<file path="src/rtl/lkc_ram.sv">
`default_nettype none

module lkc_ram #(
	parameter int WIDTH = 8,
	parameter int DEPTH = 16
) (
	input  wire logic                     clk,
	input  wire logic                     we,
	input  wire logic [$clog2(DEPTH)-1:0] waddr,
	input  wire logic [WIDTH-1:0]         wdata,
	input  wire logic [$clog2(DEPTH)-1:0] raddr,
	output logic      [WIDTH-1:0]         rdata
);

	logic [WIDTH-1:0] mem_q [DEPTH];

	always_ff @(posedge clk) begin
		if (we) begin
			mem_q[waddr] <= wdata;
		end
		rdata <= mem_q[raddr];
	end

endmodule

`default_nettype wire

</file>
<file path="config.mk">
export PLATFORM = sky130hd
export DESIGN_NAME = lkc_ram
export DESIGN_NICKNAME = d
export VERILOG_FILES = /design/src/rtl/lkc_ram.sv
export SDC_FILE = /design/constraint.sdc
export NUM_CORES = 1
export LEC_CHECK = 0
export BUFFER_PORTS_ARGS = -buffer_cell sky130_fd_sc_hd__buf_2
export CAP_MARGIN = 10
export CORE_MARGIN = 2
export CORE_UTILIZATION = 45
export CTS_BUF_LIST = sky130_fd_sc_hd__clkbuf_8 sky130_fd_sc_hd__clkbuf_16
export DETAILED_ROUTE_END_ITERATION = 8
export PLACE_DENSITY = 0.59
export SLEW_MARGIN = 20
export SYNTH_ARGS = -nofsm -noshare
export SYNTH_HDL_FRONTEND = slang
export SYNTH_SLANG_ARGS = --single-unit
export TNS_END_PERCENT = 20
</file>
<file path="constraint.sdc">
create_clock -name clk -period 2.42 [get_ports clk]
set_input_delay 0.121 -clock clk [delete_from_list [all_inputs] [get_ports clk]]
set_output_delay 0.121 -clock clk [all_outputs]
set_load 0.03 [all_outputs]
</file>
==> impl_metrics.csv, run 1 <==
group,metric,value,unit
outcome,status,"finished clean",
synth,seq_area_frac_synth,77.78,%
clocking,numCtsBuffers,17,
pwr,p_leak,2.085,nW
synth,yosys_warnings,0,
floorplanning,core_area,0.01127,sq mm
placement,port_buffers,25,
sta,finalSetupViolCount,0,
global_route,grt_remaining_overflow,0,
placement,pre_cts_slack,0.7124,ns
critical_path,critPathSlowestCell,"mux4_1",
pwr,peakVddDrop,0.4769,mV
placement,place_hpwl,6.060,mm
critical_path,worstPathRequired,2.70,ns
pwr,pwr-share-clk,44.4,%
final_layout,layout_common_cells,"edfxtp_1, buf_2, mux4_2, clkbuf_16",
sta,finalHoldViolations,0,
synth,postSynthCellCount,229,
routing,routedWlPerCell,22.28,microns
routing,drc,0,
critical_path,worstPathArrival,1.66,ns
clocking,cts_hold_buf,0,
clocking,clk_latency,0.40,ns
final_layout,fin_nets,298,
critical_path,path_buf_inv,0,
sta,slew_headroom,50.28,%
routing,drt.antenna.violating_nets,0,
routing,routed_wl,9.690,mm
critical_path,worstSetupPathType,"reg2reg",
clocking,cts_sinks,136,
critical_path,critPathTopFamily,"multiplexers",
sta,post-route-period-util,56.94,%
synth,syn-num-nets,247,
clocking,h-tree-depth,4,
final_layout,mostFrequentLayoutCell,"edfxtp_1",
routing,drt_pre_antenna_iters,5,
critical_path,cp-start-kind,"register",
critical_path,end_kind,"register",
clocking,cts.clk_slew.worst_paths,0.05,ns
pwr,p_switching,0.001020,W
synth,yosysUniqueCellTypes,19,
sta,worst-slew-pin-transition,0.7430,ns
hold_path,hold_path_class,"in2reg",
synth,synth_area_leader_cell,"edfxtp_1",
sta,skew,0.006217,ns
pwr,p_int,0.004224,W
clocking,cts_buffer_depth,2,
floorplanning,row_count,39,
global_route,grt_max_degree,33,
synth,syn-cell-area,0.005147,sq mm
synth,ys_seq_elements,136,
sta,setup_slack,1.042,ns
global_route,grtUsageTotal,17.06,%
sta,min_period,1.378,ns
pwr,pwr-share-seq,50.5,%
critical_path,cp_max_fo,1,
synth,yosys-top-cells-area,"edfxtp_1, mux4_2, mux4_1",
global_route,antenna_found_initial,0,
final_layout,diodes,0,
pwr,power,0.005244,W
floorplanning,start_util,45.67,%
routing,routed_via_density,5.543,
clocking,post_cts_buffers,0,
pwr,power_density,866.3,mW/mm^2
sta,clock.fmax,725.8,MHz
final_layout,drive_above_1_share,29.45,%
placement,place.gp.congestion,0.7703,
floorplanning,dieArea,0.01231,sq mm
routing,drt_iter0_markers,177,
pwr,power_frac_comb,5.1,%
clocking,postCtsResizedCells,0,
flow_run,cap_violations,0,
critical_path,worstPathCellList,"mux4_1 -> a22oi_1 -> nand2_1",
sta,slew_viol_final,0,
routing,num_vias,2411,
sta,rsz0062_at_grt,"no",
floorplanning,die_h,111.0,microns
floorplanning,die-width,111.0,microns
critical_path,cp.depth,3,
synth,netlist.area_leader.share,74.67,%
sta,setup_tns,0,ns
floorplanning,io_pins,26,
hold_path,whs_path_depth,1,
critical_path,cpPeakStageDelay,0.52,ns
global_route,grt_pass1_wl,14.92,mm
clocking,cts_tree,"built",
synth,postSynthAreaPerCell,22.48,sq um
final_layout,area_growth,17.60,%
pwr,p_sw_share,19.45,%
critical_path,reg2reg_depth,3,
final_layout,nFillCells,863,
clocking,root_buffer,"clkbuf_16",
global_route,grt_pass1_vias,2539,
==> cell families (layout without fill, tap and decap cells) <==
logic type      after synthesis  in the layout  synth area share (%)
flops                       136            136                 77.78
simple gates                 35             35                 3.184
mux                          32             32                 15.02
compound gates               16             16                 2.334
buf+inv                      10             73                 1.677
==> cell type report <==
cell class,count,area (sq um),area share [%]
clock inverter,10,67.56,1.116
timing repair buffer,42,265.3,4.382
multi-input combinational,83,1057,17.47
clock buffer,21,480.5,7.937
sequential,136,4004,66.14
tap,143,178.9,2.956
==> power groups by stage <==
| stage | registers, W | clock network [W] | logic, W |
|---|---|---|---|
| floorplan | 0.00273 | 0 | 0.000134 |
| global placement | 0.00270 | 0 | 0.000268 |
| detailed placement | 0.00270 | 0 | 0.000272 |
| CTS | 0.00265 | 0.00238 | 0.000273 |
| global route | 0.00265 | 0.00249 | 0.000289 |
| finish | 0.00265 | 0.00233 | 0.000267 |
==> metrics by stage <==
step / cells / utilization (%) / hold WS, ns / area (sq um)
floorplan: 229 / - / 0.2199 / 5147
global placement: 404 / 48.84 / 0.5239 / 5505
detailed placement: 404 / 48.84 / 0.5273 / 5505
CTS: 435 / 53.70 / 0.09504 / 6053
global route: 435 / 53.70 / 0.1093 / 6053
finish: 435 / 53.70 / 0.1129 / 6053
==> Yosys cell counts, drive strengths merged <==
master and count:
and2 1, buf 7, nor2b 1, edfxtp 128, nor2 13, mux4 32
nand2 9, nor3 4, dfxtp 8, nand3b 2, nand2b 2, clkdlybuf4s25 3
and2b 1, nand3 1, or3b 1, a22oi 16
==> registers in the layout, summed over array words and instances, names as in the netlist <==
signal and flops:
mem_q 128, rdata 8
==> final timing paths <==
kind                      endpoint                   start  slack (ns)
max               rdata[0]$_DFF_P_   mem_q[1][0]$_DFFE_PP_        1.04
min          mem_q[7][0]$_DFFE_PP_                wdata[0]        0.11
max reg2reg       rdata[0]$_DFF_P_   mem_q[1][0]$_DFFE_PP_        1.04
min reg2reg       rdata[4]$_DFF_P_  mem_q[13][4]$_DFFE_PP_        0.67
==> layer usage <==
layer	wire length [microns]	up-vias	track usage (%)
li1	-	1072	-
met4	67	0	6.417
met2	4808	73	26.63
met3	551	4	4.593
met5	0	-	0
met1	4263	1262	23.32
Power figures use the tool's default switching activity.
==> run 2, diff against run 1 <==
Clock period 2.42 ns to 1.3 ns, I/O delays scaled along.
==> impl_metrics.csv, run 2 (synthesis results as in run 1) <==
group,metric,value,unit
clocking,cts_sinks,136,
critical_path,worstPathArrival,1.57,ns
floorplanning,core_area,0.01127,sq mm
sta,worst-slew-pin-transition,1.065,ns
final_layout,final_core_util,54.88,%
placement,place_hpwl,6.373,mm
routing,drc,0,
pwr,peakVddDrop,0.9267,mV
routing,routedWlPerCell,22.29,microns
sta,min_period,1.287,ns
clocking,numCtsBuffers,17,
routing,drt.antenna.violating_nets,0,
critical_path,end_kind,"register",
final_layout,largest_reg_flops,128,
final_layout,drive_above_1_share,38.41,%
final_layout,area_growth,20.17,%
clocking,clk_latency,0.41,ns
final_layout,top_regs,"mem_q (128), rdata (8)",
floorplanning,start_util,45.67,%
flow_run,cap_violations,0,
sta,slew_headroom,28.76,%
routing,num_vias,2384,
critical_path,reg2reg_depth,3,
hold_path,whs_path_depth,1,
critical_path,worstPathCellList,"mux4_1 -> a22oi_2 -> nand2_1",
clocking,cts.clk_slew.worst_paths,0.06,ns
critical_path,critPathTopFamily,"multiplexers",
clocking,cts_tree,"built",
critical_path,reg2reg_from,"mem_q[1][2]$_DFFE_PP_",
sta,setup_slack,0.01312,ns
hold_path,holdCritStartpoint,"wdata[3]",
critical_path,r2r-end,"rdata[2]$_DFF_P_",
routing,drt_iter0_markers,202,
final_layout,diodes,0,
critical_path,worstSetupPathType,"reg2reg",
sta,finalHoldViolations,0,
outcome,status,"finished clean",
floorplanning,row_count,39,
clocking,cts_hold_buf,0,
floorplanning,io_pins,26,
critical_path,cpPeakStageDelay,0.51,ns
critical_path,path_buf_inv,0,
sta,clock.fmax,777.1,MHz
placement,place.gp.congestion,0.7524,
critical_path,worstPathRequired,1.59,ns
global_route,grt_max_degree,27,
pwr,p_leak,2.096,nW
placement,port_buffers,25,
global_route,antenna_found_initial,0,
sta,skew,0.006532,ns
final_layout,mostFrequentLayoutCell,"edfxtp_1",
critical_path,cp_max_fo,1,
global_route,grt_pass1_vias,2550,
floorplanning,die_h,111.0,microns
sta,rsz0062_at_grt,"yes",
hold_path,holdPathEnd,"mem_q[0][3]$_DFFE_PP_",
routing,drt_pre_antenna_iters,4,
floorplanning,dieArea,0.01231,sq mm
final_layout,top_register,"mem_q",
critical_path,cp.depth,3,
routing,routed_wl,9.917,mm
critical_path,critPathSlowestCell,"mux4_1",
hold_path,hold_path_class,"in2reg",
pwr,power_density,1627,mW/mm^2
clocking,root_buffer,"clkbuf_16",
global_route,grtUsageTotal,17.33,%
sta,slew_viol_final,0,
clocking,cts_buffer_depth,2,
final_layout,layout_common_cells,"edfxtp_1, mux4_2, buf_2, buf_4, clkbuf_16",
global_route,grt_pass1_wl,15.17,mm
sta,post-route-period-util,98.99,%
sta,setup_tns,0,ns
floorplanning,die-width,111.0,microns
clocking,h-tree-depth,4,
sta,finalSetupViolCount,0,
global_route,grt_remaining_overflow,0,
final_layout,fin_nets,308,
routing,routed_via_density,5.357,
critical_path,cp-start-kind,"register",
placement,pre_cts_slack,-0.2065,ns
critical_path,reg2reg_slack,0.01,ns
==> run 2: worst max-delay path by stage <==
| stage | from | to |
|---|---|---|
| final | mem_q[1][2]$_DFFE_PP_ | rdata[2]$_DFF_P_ |
| after global routing | mem_q[3][6]$_DFFE_PP_ | rdata[6]$_DFF_P_ |
| after CTS | mem_q[1][0]$_DFFE_PP_ | rdata[0]$_DFF_P_ |
| after detailed placement | raddr[0] | rdata[2]$_DFF_P_ |
| after floorplan | waddr[2] | mem_q[3][0]$_DFFE_PP_ |
| after global placement | raddr[0] | rdata[2]$_DFF_P_ |
==> run 2: power by group <==
part	switching [W]	leakage [nW]	internal, W
clock network	0.00163	0.285	0.00295
registers	0.0000293	1.22	0.00491
logic	0.000323	0.588	0.000225
total	0.00199	2.10	0.00808
==> run 2: metrics by stage <==
stage               total power [W]  cells  area (sq um)  hold WS (ns)
finish                      0.01006    445          6186       0.04588
global route                0.01039    445          6186       0.03618
CTS                         0.01012    445          6200       0.03612
detailed placement         0.005553    414          5610        0.4666
global placement           0.005540    414          5610        0.4524
floorplan                  0.005322    229          5152        0.1639
==> run 2: layout make-up <==
| type | count | area [sq um] |
|---|---|---|
| Tap cell | 143 | 178.9 |
| Fill cell | 853 | 5086 |
| Clock buffer | 17 | 425.4 |
| Multi-Input combinational cell | 83 | 1070 |
| Timing Repair Buffer | 52 | 365.4 |
| Clock inverter | 14 | 142.6 |
| Sequential cell | 136 | 4004 |
==> run 2: layer usage <==
layer | routed length (microns) | track usage (%)
met5 | 0 | 0
met4 | 102 | 7.083
met3 | 440 | 4.210
met2 | 4970 | 27.03
met1 | 4404 | 23.78
==> run 2: repair_timing <==
action / 4_1_cts / 5_1_grt
resized for setup: 6 / 13
pin swaps: 3 / 4
buffers inserted: 0 / 0
endpoints found under the setup margin: 5 / 7
