<file path="config.mk">
export PLATFORM = sky130hd
export DESIGN_NAME = lkc_slot_unit
export DESIGN_NICKNAME = d
export VERILOG_FILES = /design/src/rtl/lkc_pkg.sv /design/src/rtl/lkc_slot_unit.sv
export SDC_FILE = /design/constraint.sdc
export NUM_CORES = 1
export LEC_CHECK = 0
export ABC_AREA = 0
export BUFFER_PORTS_ARGS = -buffer_cell sky130_fd_sc_hd__buf_4
export CAP_MARGIN = 20
export CELL_PAD_IN_SITES_DETAIL_PLACEMENT = 1
export CELL_PAD_IN_SITES_GLOBAL_PLACEMENT = 2
export CORE_UTILIZATION = 28
export CTS_CLUSTER_DIAMETER = 150
export CTS_CLUSTER_SIZE = 25
export DETAILED_ROUTE_END_ITERATION = 8
export PLACE_DENSITY = 0.95
export SLEW_MARGIN = 20
export SYNTH_ARGS = -nofsm -noshare
export SYNTH_HDL_FRONTEND = slang
export SYNTH_SLANG_ARGS = --single-unit
</file>
<file path="constraint.sdc">
create_clock -name clk -period 4.15 [get_ports clk]
set_input_delay 0.415 -clock clk [delete_from_list [all_inputs] [get_ports clk]]
set_output_delay 0.415 -clock clk [all_outputs]
set_load 0.03 [all_outputs]
</file>
<file path="src/rtl/lkc_pkg.sv">
`default_nettype none

package lkc_pkg;

	localparam int ENTRIES = 256;
	localparam int IDX_W   = $clog2(ENTRIES);
	localparam int CNT_W   = IDX_W + 1;
	localparam int RANK_W  = IDX_W;
	localparam int KEY_W   = 32;
	localparam int WORD_W  = 2 * KEY_W + RANK_W;
	localparam int CAP_W   = 9;
	localparam int SLOT_W  = 8;
	localparam int STAT_W  = 2;
	localparam int ADDR_W  = 3;
	localparam int DATA_W  = 32;

	localparam logic [CAP_W-1:0] CAP_RESET = CAP_W'(256);

	// register index, taken from paddr word bits
	localparam logic [ADDR_W-3:0] REG_CAPACITY = '0;

	localparam logic [STAT_W-1:0] STAT_HIT     = 2'd0;
	localparam logic [STAT_W-1:0] STAT_INSERT  = 2'd1;
	localparam logic [STAT_W-1:0] STAT_EVICT   = 2'd2;
	localparam logic [STAT_W-1:0] STAT_INVALID = 2'd3;

	typedef struct packed {
		logic [KEY_W-1:0] from_count;
		logic [KEY_W-1:0] to_count;
	} req_t;

	typedef struct packed {
		logic [STAT_W-1:0] status;
		logic [SLOT_W-1:0] slot;
		logic [KEY_W-1:0]  evicted_from;
		logic [KEY_W-1:0]  evicted_to;
	} rsp_t;

	// sequencer to slot unit
	typedef struct packed {
		logic             clear;
		logic             scan;
		logic             age;
		logic [IDX_W-1:0] idx;
		logic             idx_valid;
		logic [IDX_W-1:0] chosen;
		logic [CNT_W-1:0] bound;
	} slot_ctl_t;

	// scan findings, slot unit to sequencer
	typedef struct packed {
		logic              hit;
		logic [IDX_W-1:0]  hit_slot;
		logic [RANK_W-1:0] hit_rank;
		logic              free_found;
		logic [IDX_W-1:0]  free_slot;
		logic [IDX_W-1:0]  worst_slot;
		logic [RANK_W-1:0] worst_rank;
		logic [KEY_W-1:0]  worst_from;
		logic [KEY_W-1:0]  worst_to;
	} scan_res_t;

endpackage

`default_nettype wire

</file>
<file path="src/rtl/lkc_slot_unit.sv">
`default_nettype none

module lkc_slot_unit
	import lkc_pkg::*;
(
	input  wire logic              clk,
	input  wire logic              arst_n,
	input  wire slot_ctl_t         ctl,
	input  wire req_t              key,
	input  wire logic [WORD_W-1:0] rd_data,
	output scan_res_t              res,
	output logic                   wr_en,
	output logic      [WORD_W-1:0] wr_data
);

	logic [KEY_W-1:0]  rd_from;
	logic [KEY_W-1:0]  rd_to;
	logic [RANK_W-1:0] rd_rank;
	logic              match;
	logic              is_chosen;
	scan_res_t         res_q;

	assign rd_from   = rd_data[WORD_W-1 -: KEY_W];
	assign rd_to     = rd_data[RANK_W +: KEY_W];
	assign rd_rank   = rd_data[RANK_W-1:0];
	assign match     = (rd_from == key.from_count) && (rd_to == key.to_count);
	assign is_chosen = (ctl.idx == ctl.chosen);

	// scan: first valid match, lowest free slot, last valid slot of highest rank
	always_ff @(posedge clk or negedge arst_n) begin
		if (!arst_n) begin
			res_q <= '0;
		end else if (ctl.clear) begin
			res_q <= '0;
		end else if (ctl.scan) begin
			if (!res_q.hit && ctl.idx_valid && match) begin
				res_q.hit      <= 1'b1;
				res_q.hit_slot <= ctl.idx;
				res_q.hit_rank <= rd_rank;
			end
			if (!res_q.free_found && !ctl.idx_valid) begin
				res_q.free_found <= 1'b1;
				res_q.free_slot  <= ctl.idx;
			end
			if (ctl.idx_valid && (rd_rank >= res_q.worst_rank)) begin
				res_q.worst_slot <= ctl.idx;
				res_q.worst_rank <= rd_rank;
				res_q.worst_from <= rd_from;
				res_q.worst_to   <= rd_to;
			end
		end
	end

	assign res = res_q;

	// ageing pass: chosen slot takes the key at rank 0, younger valid slots age by one
	always_comb begin
		wr_en   = 1'b0;
		wr_data = rd_data;
		if (ctl.age) begin
			if (is_chosen) begin
				wr_en   = 1'b1;
				wr_data = {key.from_count, key.to_count, {RANK_W{1'b0}}};
			end else if (ctl.idx_valid && ({1'b0, rd_rank} < ctl.bound)) begin
				wr_en   = 1'b1;
				wr_data = {rd_from, rd_to, rd_rank + RANK_W'(1)};
			end
		end
	end

endmodule

`default_nettype wire

</file>
==> run_results.csv, run 1 <==
group,metric,value,unit
clocking,root_buffer,"clkbuf_16",
cells_and_area,area_growth,46.89,%
timing,finalClockSkew,12.61,ps
timing,setup_tns,0,ps
floorplanning,die_y,158.0,um
placed_design,hpwlAfterDp,21.41,mm
power_and_ir_drop,power.density,288.5,mW/mm^2
clocking,cts_buffers,9,
global_route,grt.total_usage,21.47,%
floorplanning,pin_count,346,
outcome,status,"complete, no violations",
timing,hold_ws,15.50,ps
cells_and_area,n_fill_cell,2820,
cells_and_area,drive_gt1_share,41.63,%
detailed_routing,drt-initial-drc-count,208,
power_and_ir_drop,total_power,2.887,mW
critical_path,worstPathMaxFanout,46,
global_route,overflow,0,
synthesis,syn-num-nets,898,
synthesis,synth_ff_type,"dfrtp_1",
cells_and_area,antenna-diode-count,0,
timing,rsz0062_at_grt,"no",
clocking,clockBufferDepth,2,
synthesis,synth_most_common_cell,"nand2_1",
synthesis,ys_async_sr_fraction,100.0,%
power_and_ir_drop,vdd_drop_max,0.0001284,V
synthesis,yosysTopAreaCell,"dfrtp_1",
global_route,use_met1,25.46,%
synthesis,synth_warnings,0,
synthesis,synth_top_cells_by_area,"dfrtp_1 39%, mux2i_1 13%, nand2_1 9.1%",
synthesis,synthCells,715,
floorplanning,start_util,28.77,%
timing,clock.fmax,341.9,MHz
timing,hold_viol_final,0,
placed_design,place_congestion,0.8171,
timing,worst_slew_pin_slew,984.3,ps
floorplanning,die_w,158.0,um
hold_path,hp-class,"in2async",
critical_path,rrSetupSlack,1330,ps
synthesis,synthTopCellsByCount,"166 x nand2_1, 106 x dfrtp_1, 91 x mux2i_1, 49 x mux2_2, 38 x inv_1",
global_route,grt_pass1_wl,40.42,mm
synthesis,seq_area_frac_synth,38.93,%
floorplanning,num_rows,56,
detailed_routing,finalWirelength,27.01,mm
flow_run,maxCapViolCount,0,
clocking,cts_setup_buffers,0,
timing,setup_viol,0,
cells_and_area,largest_register_ffs,106,
detailed_routing,vias,6590,
timing,slew_headroom,34.09,%
synthesis,yosysTopAreaCellShare,38.93,%
detailed_routing,drc,0,
critical_path,worst_setup_path_start_kind,"input pin",
timing,maxSlewViolCount,0,
critical_path,critPathRequiredTime,3730,ps
global_route,busiest_layer,"met2",
synthesis,synth_area,0.006813,sq mm
critical_path,worstSetupEndpointType,"output port",
clocking,cts_hold_buf,0,
floorplanning,coreArea,0.02368,sq mm
clocking,tritoncts,"yes",
global_route,grt_use_met2,37.95,%
floorplanning,die_area,0.02496,sq mm
critical_path,worstPathArrival,2510,ps
clocking,clkTransAtPathRegs,80,ps
clocking,htreeDepth,3,
clocking,clkLatencyLatePin,350,ps
detailed_routing,firstDrtPassIters,4,
detailed_routing,final_antenna_net_count,0,
global_route,grt_max_degree,68,
synthesis,yosysUniqueCellTypes,48,
placed_design,portBuffers,345,
clocking,clock-sinks,106,
synthesis,syn_area_per_cell,9.528,sq um
detailed_routing,avgRoutedWirePerCell,19.80,um
power_and_ir_drop,p_leak,4.840,nW
global_route,grt_pass1_vias,6937,
global_route,antenna_found_initial,0,
timing,min_period_over_period,70.47,%
detailed_routing,viasPerCell,4.831,
critical_path,path_class,"in2out",
synthesis,synth_edf_count,0,
timing,finalCriticalPeriod,2925,ps
global_route,met3_usage,5.557,%
cells_and_area,fin_nets,1224,
clocking,cts_resized,0,
synthesis,ys_ff_latch,106,
layout make-up:
cell class / count / area [sq um] / area share (%)
Multi-Input combinational cell: 527 / 3792 / 37.90
Timing Repair Buffer: 358 / 2713 / 27.11
Sequential cell: 106 / 2653 / 26.51
Tap cell: 319 / 399.1 / 3.988
Clock buffer: 10 / 239.0 / 2.388
Inverter: 39 / 148.9 / 1.488
Clock inverter: 5 / 62.56 / 0.6252
per-layer routing:
layer  part of all wire [%]  vias to the layer above
met4                    1.6                        0
met3                    7.6                       23
met5                      0                        -
met1                     40                     3217
li1                       -                     3118
met2                     51                      232
logic make-up after synthesis:
family | after synthesis | share of synthesized area [%]
AOI/OAI and AO/OA | 86 | 9.183
DFF | 106 | 38.93
muxes | 140 | 21.47
adders and majority gates | 16 | 2.938
buffers and inverters | 82 | 5.840
and+or+nand+nor | 228 | 14.31
xor gates and xnor gates | 57 | 7.328
cell usage in the layout (no fill, tap or decap), types with 2 or more instances in the layout:
cell / synthesis / layout
a21o_1: 4 / 4
o2111ai_1: 15 / 15
o2bb2ai_1: 5 / 5
o21ai_0: 13 / 13
mux2i_1: 91 / 91
nor3_1: 4 / 4
a211oi_1: 3 / 3
nand2b_1: 5 / 5
nand2_1: 166 / 166
a21oi_1: 5 / 5
xnor2_1: 33 / 33
xor2_1: 24 / 24
o31ai_1: 14 / 14
clkbuf_16: 0 / 9
inv_1: 38 / 38
nor2_1: 19 / 19
mux2_2: 49 / 49
o21ai_1: 3 / 2
nand4_1: 11 / 11
clkinvlp_4: 0 / 2
a221oi_1: 2 / 2
nor2b_1: 3 / 3
nor4_1: 9 / 8
nand3_1: 4 / 4
buf_12: 1 / 2
a22o_1: 2 / 2
o21ai_2: 2 / 2
dfrtp_1: 106 / 106
buf_4: 2 / 356
ha_1: 16 / 16
o22ai_1: 7 / 7
a2111oi_0: 5 / 5
path summary, 6_finish.rpt:
kind | startpoint | cells past startpoint | to
max | ctl[14] | 8 | wr_data[33]
min | arst_n | 1 | res[57]
max reg2reg | res[70] | 7 | res[16]
min reg2reg | res[105] | 1 | res[105]
max in group asynchronous | arst_n | 2 | res[28]
min in group clk | rd_data[31] | 3 | res[23]
power by group:
group	switching, mW	internal (mW)	total [mW]
Clock	0.409	0.486	0.895
Sequential	0.0305	1.08	1.11
Combinational	0.520	0.362	0.882
Total	0.960	1.93	2.89
critical path: stages:
cell     delay [ps]
buf_4           110
xor2_1          160
nor4_1          280
nand3_1         160
nor4_4          190
buf_4           540
mux2_2          410
buf_4           170
metrics by stage:
| step | instances | util (%) | instance area (sq um) | setup WS [ps] |
|---|---|---|---|---|
| after floorplan | 715 | - | 6813 | 1577 |
| after global placement | 1349 | 40.98 | 9706 | 946.6 |
| after detailed placement | 1349 | 40.98 | 9706 | 914.0 |
| after CTS | 1364 | 42.25 | 10010 | 1215 |
| after global routing | 1364 | 42.25 | 10010 | 1125 |
| final | 1364 | 42.25 | 10010 | 1225 |
Note: power is estimated with default switching activity, not from simulation.
==> run 2, diff against run 1 <==
Settings changed: CORE_UTILIZATION 28 to 26, PLACE_DENSITY 0.95 to 0.9.
Clock period 4.15 ns to 2.8 ns, I/O delays scaled along.
==> run 2 against run 1 <==
Against the previous run: hold slack improved by 170 ps; sequential share of layout area fell by 0.39 points; final area grew 1.5%; critical path depth increased by 1; wire length decreased by 1.1%; via count increased by 0.73%; critical endpoint is now wr_data[17].
==> run_results.csv, run 2 (synthesized netlist as in run 1, its figures left out) <==
group,metric,value,unit
cells_and_area,n_fill_cell,2998,
timing,finalCriticalPeriod,2564,ps
clocking,htreeDepth,3,
placed_design,placed_area,0.009848,sq mm
clocking,root_buffer,"clkbuf_16",
timing,finalClockSkew,15.45,ps
cells_and_area,layout_commonest_cell,"buf_4",
global_route,met3_usage,4.343,%
floorplanning,start_util,26.75,%
critical_path,worstPathMaxFanout,48,
cells_and_area,final_cell_mix,"358 x buf_4, 166 x nand2_1, 106 x dfrtp_1",
critical_path,worst_setup_path_start_kind,"input pin",
global_route,antenna_found_initial,0,
floorplanning,num_rows,58,
critical_path,worstSetupEndpointType,"output port",
floorplanning,die_w,163.9,um
floorplanning,coreArea,0.02547,sq mm
clocking,clockBufferDepth,2,
clocking,clkLatencyLatePin,350,ps
cells_and_area,antenna-diode-count,0,
outcome,status,"complete, no violations",
cells_and_area,area_growth,49.05,%
global_route,grt_pass1_vias,6978,
global_route,grt_use_met2,34.69,%
global_route,busiest_layer,"met2",
placed_design,hpwlAfterDp,21.23,mm
power_and_ir_drop,power.density,420.2,mW/mm^2
detailed_routing,viasPerCell,4.793,
timing,setup_tns,0,ps
timing,min_period_over_period,91.59,%
timing,maxSlewViolCount,0,
power_and_ir_drop,vdd_drop_max,0.0002552,V
critical_path,critPathRequiredTime,2520,ps
cells_and_area,final_area,0.01015,sq mm
detailed_routing,final_antenna_net_count,0,
clocking,tritoncts,"yes",
timing,hold_ws,186.9,ps
detailed_routing,firstDrtPassIters,4,
clocking,clkTransAtPathRegs,90,ps
global_route,use_met1,24.35,%
placed_design,portBuffers,345,
timing,setup_viol,0,
flow_run,maxCapViolCount,0,
timing,hold_viol_final,0,
critical_path,path_class,"in2out",
critical_path,worstPathArrival,2280,ps
power_and_ir_drop,switchingPower,1.488,mW
global_route,overflow,0,
cells_and_area,fin_nets,1233,
detailed_routing,drt-initial-drc-count,341,
power_and_ir_drop,p_int,2.780,mW
global_route,grt_max_degree,62,
global_route,grt.total_usage,19.78,%
clocking,cts_setup_buffers,0,
hold_path,hp-class,"in2reg",
cells_and_area,largest_register_ffs,106,
floorplanning,die_area,0.02686,sq mm
power_and_ir_drop,clock_power_share,30.6,%
clocking,cts_resized,0,
detailed_routing,finalWirelength,26.71,mm
timing,clock.fmax,390.0,MHz
floorplanning,pin_count,346,
detailed_routing,avgRoutedWirePerCell,19.29,um
power_and_ir_drop,p_leak,4.906,nW
cells_and_area,drive_gt1_share,41.90,%
global_route,grt_pass1_wl,40.43,mm
placed_design,place_congestion,0.8784,
floorplanning,die_y,163.9,um
clocking,cts_buffers,9,
clocking,clock-sinks,106,
power_and_ir_drop,p_comb_share,30.9,%
detailed_routing,vias,6638,
timing,worst_slew_pin_slew,752.2,ps
timing,slew_headroom,49.39,%
timing,rsz0062_at_grt,"no",
detailed_routing,drc,0,
power_and_ir_drop,pwr-share-seq,38.5,%
power_and_ir_drop,sw_frac_of_total,34.86,%
## run 2: path summary, 6_finish.rpt
check | startpoint | end | slack [ps] | cells after the start
hold / removal | rd_data[20] | res[12] | 190 | 3
setup reg to reg | res[64] | res[79] | 580 | 8
max in group asynchronous | arst_n | res[105] | 1750 | 3
min in group asynchronous | arst_n | res[63] | 330 | 2
hold reg to reg | res[105] | res[105] | 530 | 1
setup / recovery | ctl[14] | wr_data[17] | 240 | 9
## run 2: timing repair
item | 4_1_cts | 5_1_grt
hold endpoints to repair | 15 | 0
hold buffers | 1 | 0
endpoints found under the setup margin | 0 | 0
## run 2: critical path: stages
cell and delay, ps:
buf_4 110, xor2_1 150, nor4_1 350, nand3_1 180, nor4_4 230, buf_12 180, buf_12 210, mux2_2 370
buf_4 170
## run 2: area by class of cell
type	count	area, sq um	share of cell area (%)
Sequential cell	106	2653	26.12
Multi-Input combinational cell	527	3786	37.28
Inverter	39	148.9	1.466
Tap cell	330	412.9	4.066
Clock inverter	7	71.32	0.7023
Clock buffer	9	225.2	2.218
Timing Repair Buffer	367	2858	28.14
## run 2: stage by stage
| step | util (%) | setup slack, ps | cells | power [mW] |
|---|---|---|---|---|
| after floorplan | - | 497.3 | 715 | 2.338 |
| after global placement | 38.66 | 312.6 | 1368 | 2.984 |
| after detailed placement | 38.66 | 242.8 | 1368 | 3.007 |
| after CTS | 39.87 | 243.0 | 1385 | 4.332 |
| after global routing | 39.87 | 83.18 | 1385 | 4.480 |
| final | 39.87 | 235.6 | 1385 | 4.267 |
## run 2: per-layer routing
| metal | wire, um | up-vias | share of wire [%] |
|---|---|---|---|
| met5 | 0 | - | 0 |
| met4 | 530 | 0 | 2.0 |
| met3 | 1509 | 23 | 5.6 |
| met2 | 13490 | 216 | 51 |
| met1 | 11180 | 3266 | 42 |
| li1 | - | 3133 | - |
## run 2: power groups by stage
| stage | sequential [mW] | clock (mW) | combinational [mW] |
|---|---|---|---|
| 6_report | 1.64 | 1.30 | 1.32 |
| 5_1_grt | 1.65 | 1.41 | 1.41 |
| 4_1_cts | 1.65 | 1.35 | 1.34 |
| 3_5_place_dp | 1.67 | 0 | 1.33 |
| 3_3_place_gp | 1.67 | 0 | 1.31 |
| 2_1_floorplan | 1.81 | 0 | 0.524 |
==> run 3, diff against run 2 <==
Settings changed: CTS_CLUSTER_SIZE 25 to 8, SETUP_SLACK_MARGIN from default to 0.3.
==> run 3 against run 2 <==
Against the previous run: worst setup slack gained 74 ps; global-route usage barely moved; hold slack gained 0.66 ps; wire length up 4.7%; critical path depth stayed put; die area did not move; clock-buffer cell count unchanged; largest cell class unchanged.
==> run_results.csv, run 3 (synthesized netlist as in run 1, its figures left out) <==
group,metric,value,unit
outcome,status,"complete, no violations",
placed_design,placed_cells,1368,
clocking,clkTransAtPathRegs,90,ps
detailed_routing,avgRoutedWirePerCell,20.05,um
floorplanning,die_w,163.9,um
detailed_routing,final_antenna_net_count,0,
global_route,antenna_found_initial,0,
critical_path,timing.rr.end,"res[79]",
hold_path,worstHoldEndpoint,"res[12]",
critical_path,rrSetupSlack,580,ps
global_route,grt_pass1_wl,40.43,mm
timing,maxSlewViolCount,0,
floorplanning,start_util,26.75,%
clocking,clock-sinks,106,
critical_path,reg2reg_from,"res[64]",
timing,setup_viol,0,
power_and_ir_drop,vdd_drop_max,0.0002539,V
timing,rsz0062_at_grt,"yes",
cells_and_area,layout_commonest_cell,"buf_4",
power_and_ir_drop,p_leak,4.983,nW
timing,hold_ws,187.5,ps
cells_and_area,area_growth,51.86,%
critical_path,max_stage_delay,360,ps
critical_path,path_class,"in2out",
critical_path,crit_top_cell,"buf_4",
critical_path,worstSetupEndpointType,"output port",
placed_design,portBuffers,345,
clocking,cts_buffers,9,
critical_path,cp_top_family,"simple AND/OR/NAND/NOR gates",
power_and_ir_drop,power.density,413.6,mW/mm^2
timing,finalClockSkew,14.37,ps
critical_path,reg2regPathDepth,8,
cells_and_area,antenna-diode-count,0,
global_route,grt.total_usage,19.79,%
detailed_routing,finalWirelength,27.96,mm
clocking,clkLatencyLatePin,350,ps
critical_path,worst_setup_path_start_kind,"input pin",
clocking,htreeDepth,3,
detailed_routing,vias,6740,
timing,setup_tns,0,ps
timing,finalCriticalPeriod,2491,ps
timing,worst_slew_pin_slew,768.8,ps
placed_design,place_congestion,0.8784,
timing,min_period_over_period,88.96,%
hold_path,hp-class,"in2reg",
floorplanning,die_area,0.02686,sq mm
cells_and_area,seq_area,0.002653,sq mm
cells_and_area,largest_register_ffs,106,
critical_path,cp_slowest_cell,"mux2_2",
critical_path,cp_num_buf_inv,4,
critical_path,worstPathCellList,"buf_4 -> xor2_1 -> nor4_2 -> nand3_1 -> nor4_4 -> buf_12 -> buf_16 -> mux2_2 -> buf_4",
cells_and_area,n_fill_cell,2989,
cells_and_area,multi_input_area,0.003827,sq mm
timing,clock.fmax,401.5,MHz
clocking,root_buffer,"clkbuf_16",
cells_and_area,fin_util,40.62,%
floorplanning,die_y,163.9,um
critical_path,worstPathArrival,2210,ps
floorplanning,pin_count,346,
floorplanning,num_rows,58,
hold_path,worstHoldStart,"rd_data[20]",
cells_and_area,final_cell_mix,"363 x buf_4, 166 x nand2_1, 106 x dfrtp_1",
critical_path,worstPathMaxFanout,17,
flow_run,maxCapViolCount,0,
detailed_routing,viasPerCell,4.832,
detailed_routing,drc,0,
global_route,overflow,0,
floorplanning,coreArea,0.02547,sq mm
detailed_routing,firstDrtPassIters,4,
global_route,grt_pass1_vias,6973,
placed_design,hpwlAfterDp,21.23,mm
global_route,grt_max_degree,62,
cells_and_area,drive_gt1_share,42.91,%
clocking,tritoncts,"yes",
hold_path,hold_depth,3,
cells_and_area,layout.cells.non_filler,1395,
timing,hold_viol_final,0,
detailed_routing,drt-initial-drc-count,285,
cells_and_area,fin_nets,1243,
clocking,clockBufferDepth,2,
critical_path,critPathRequiredTime,2520,ps
timing,slew_headroom,48.27,%
==> run 3: cell count changes in the layout (fill, tap and decap cells not counted), sizes merged <==
cell    previous run  this run
clkbuf             9        12
buf              366       373
==> run 3: metal layers <==
layer	routed length (um)	GRT usage, %
met4	613	5.135
met3	1846	4.343
met5	0	0
met1	11210	24.35
met2	14300	34.71
==> run 3: worst reg2reg max path, stage by stage, from the launching register on <==
cell,delay (ps)
dfrtp_1,410
ha_1,280
nand2b_1,140
a21o_1,180
a21o_1,180
a21oi_2,250
o21a_1,190
buf_4,290
mux2i_1,240
==> run 3: worst max path at each step <==
stage / endpoint / depth (start not counted) / start / slack, ps
floorplan: wr_data[5] / 8 / ctl[6] / 500
global placement: wr_data[7] / 9 / rd_data[6] / 310
detailed placement: res[93] / 8 / ctl[17] / 240
CTS: wr_data[29] / 9 / ctl[14] / 300
global route: wr_data[30] / 9 / ctl[14] / 210
finish: wr_data[30] / 9 / ctl[14] / 310
==> run 3: report_power, final <==
part	total [mW]	internal, mW	switching [mW]	leakage, nW
Combinational	1.33	0.548	0.783	3.38
Clock	1.30	0.634	0.669	0.145
Sequential	1.64	1.60	0.0441	1.45
Total	4.28	2.78	1.50	4.98
==> run 3: area by class of cell <==
cell class | count | area share, %
Clock buffer | 9 | 2.177
Clock inverter | 7 | 0.6893
Inverter | 39 | 1.439
Multi-Input combinational cell | 527 | 36.99
Sequential cell | 106 | 25.64
Tap cell | 330 | 3.991
Timing Repair Buffer | 377 | 29.07
==> run 3: what timing repair did <==
item,4_1_cts,5_1_grt
hold buffers,1,0
gates resized for setup,4,7
setup buffers,0,5
pin swaps,0,2
setup endpoints to repair,45,50
hold endpoints to repair,15,0
cloned,0,5
==> run 3: stage by stage <==
stage               setup slack [ps]  total power, mW  area, sq um
global placement               312.6            2.984         9848
floorplan                      497.3            2.338         6813
global route                   213.5            4.493        10350
finish                         309.2            4.279        10350
detailed placement             242.8            3.007         9848
CTS                            299.7            4.333        10170
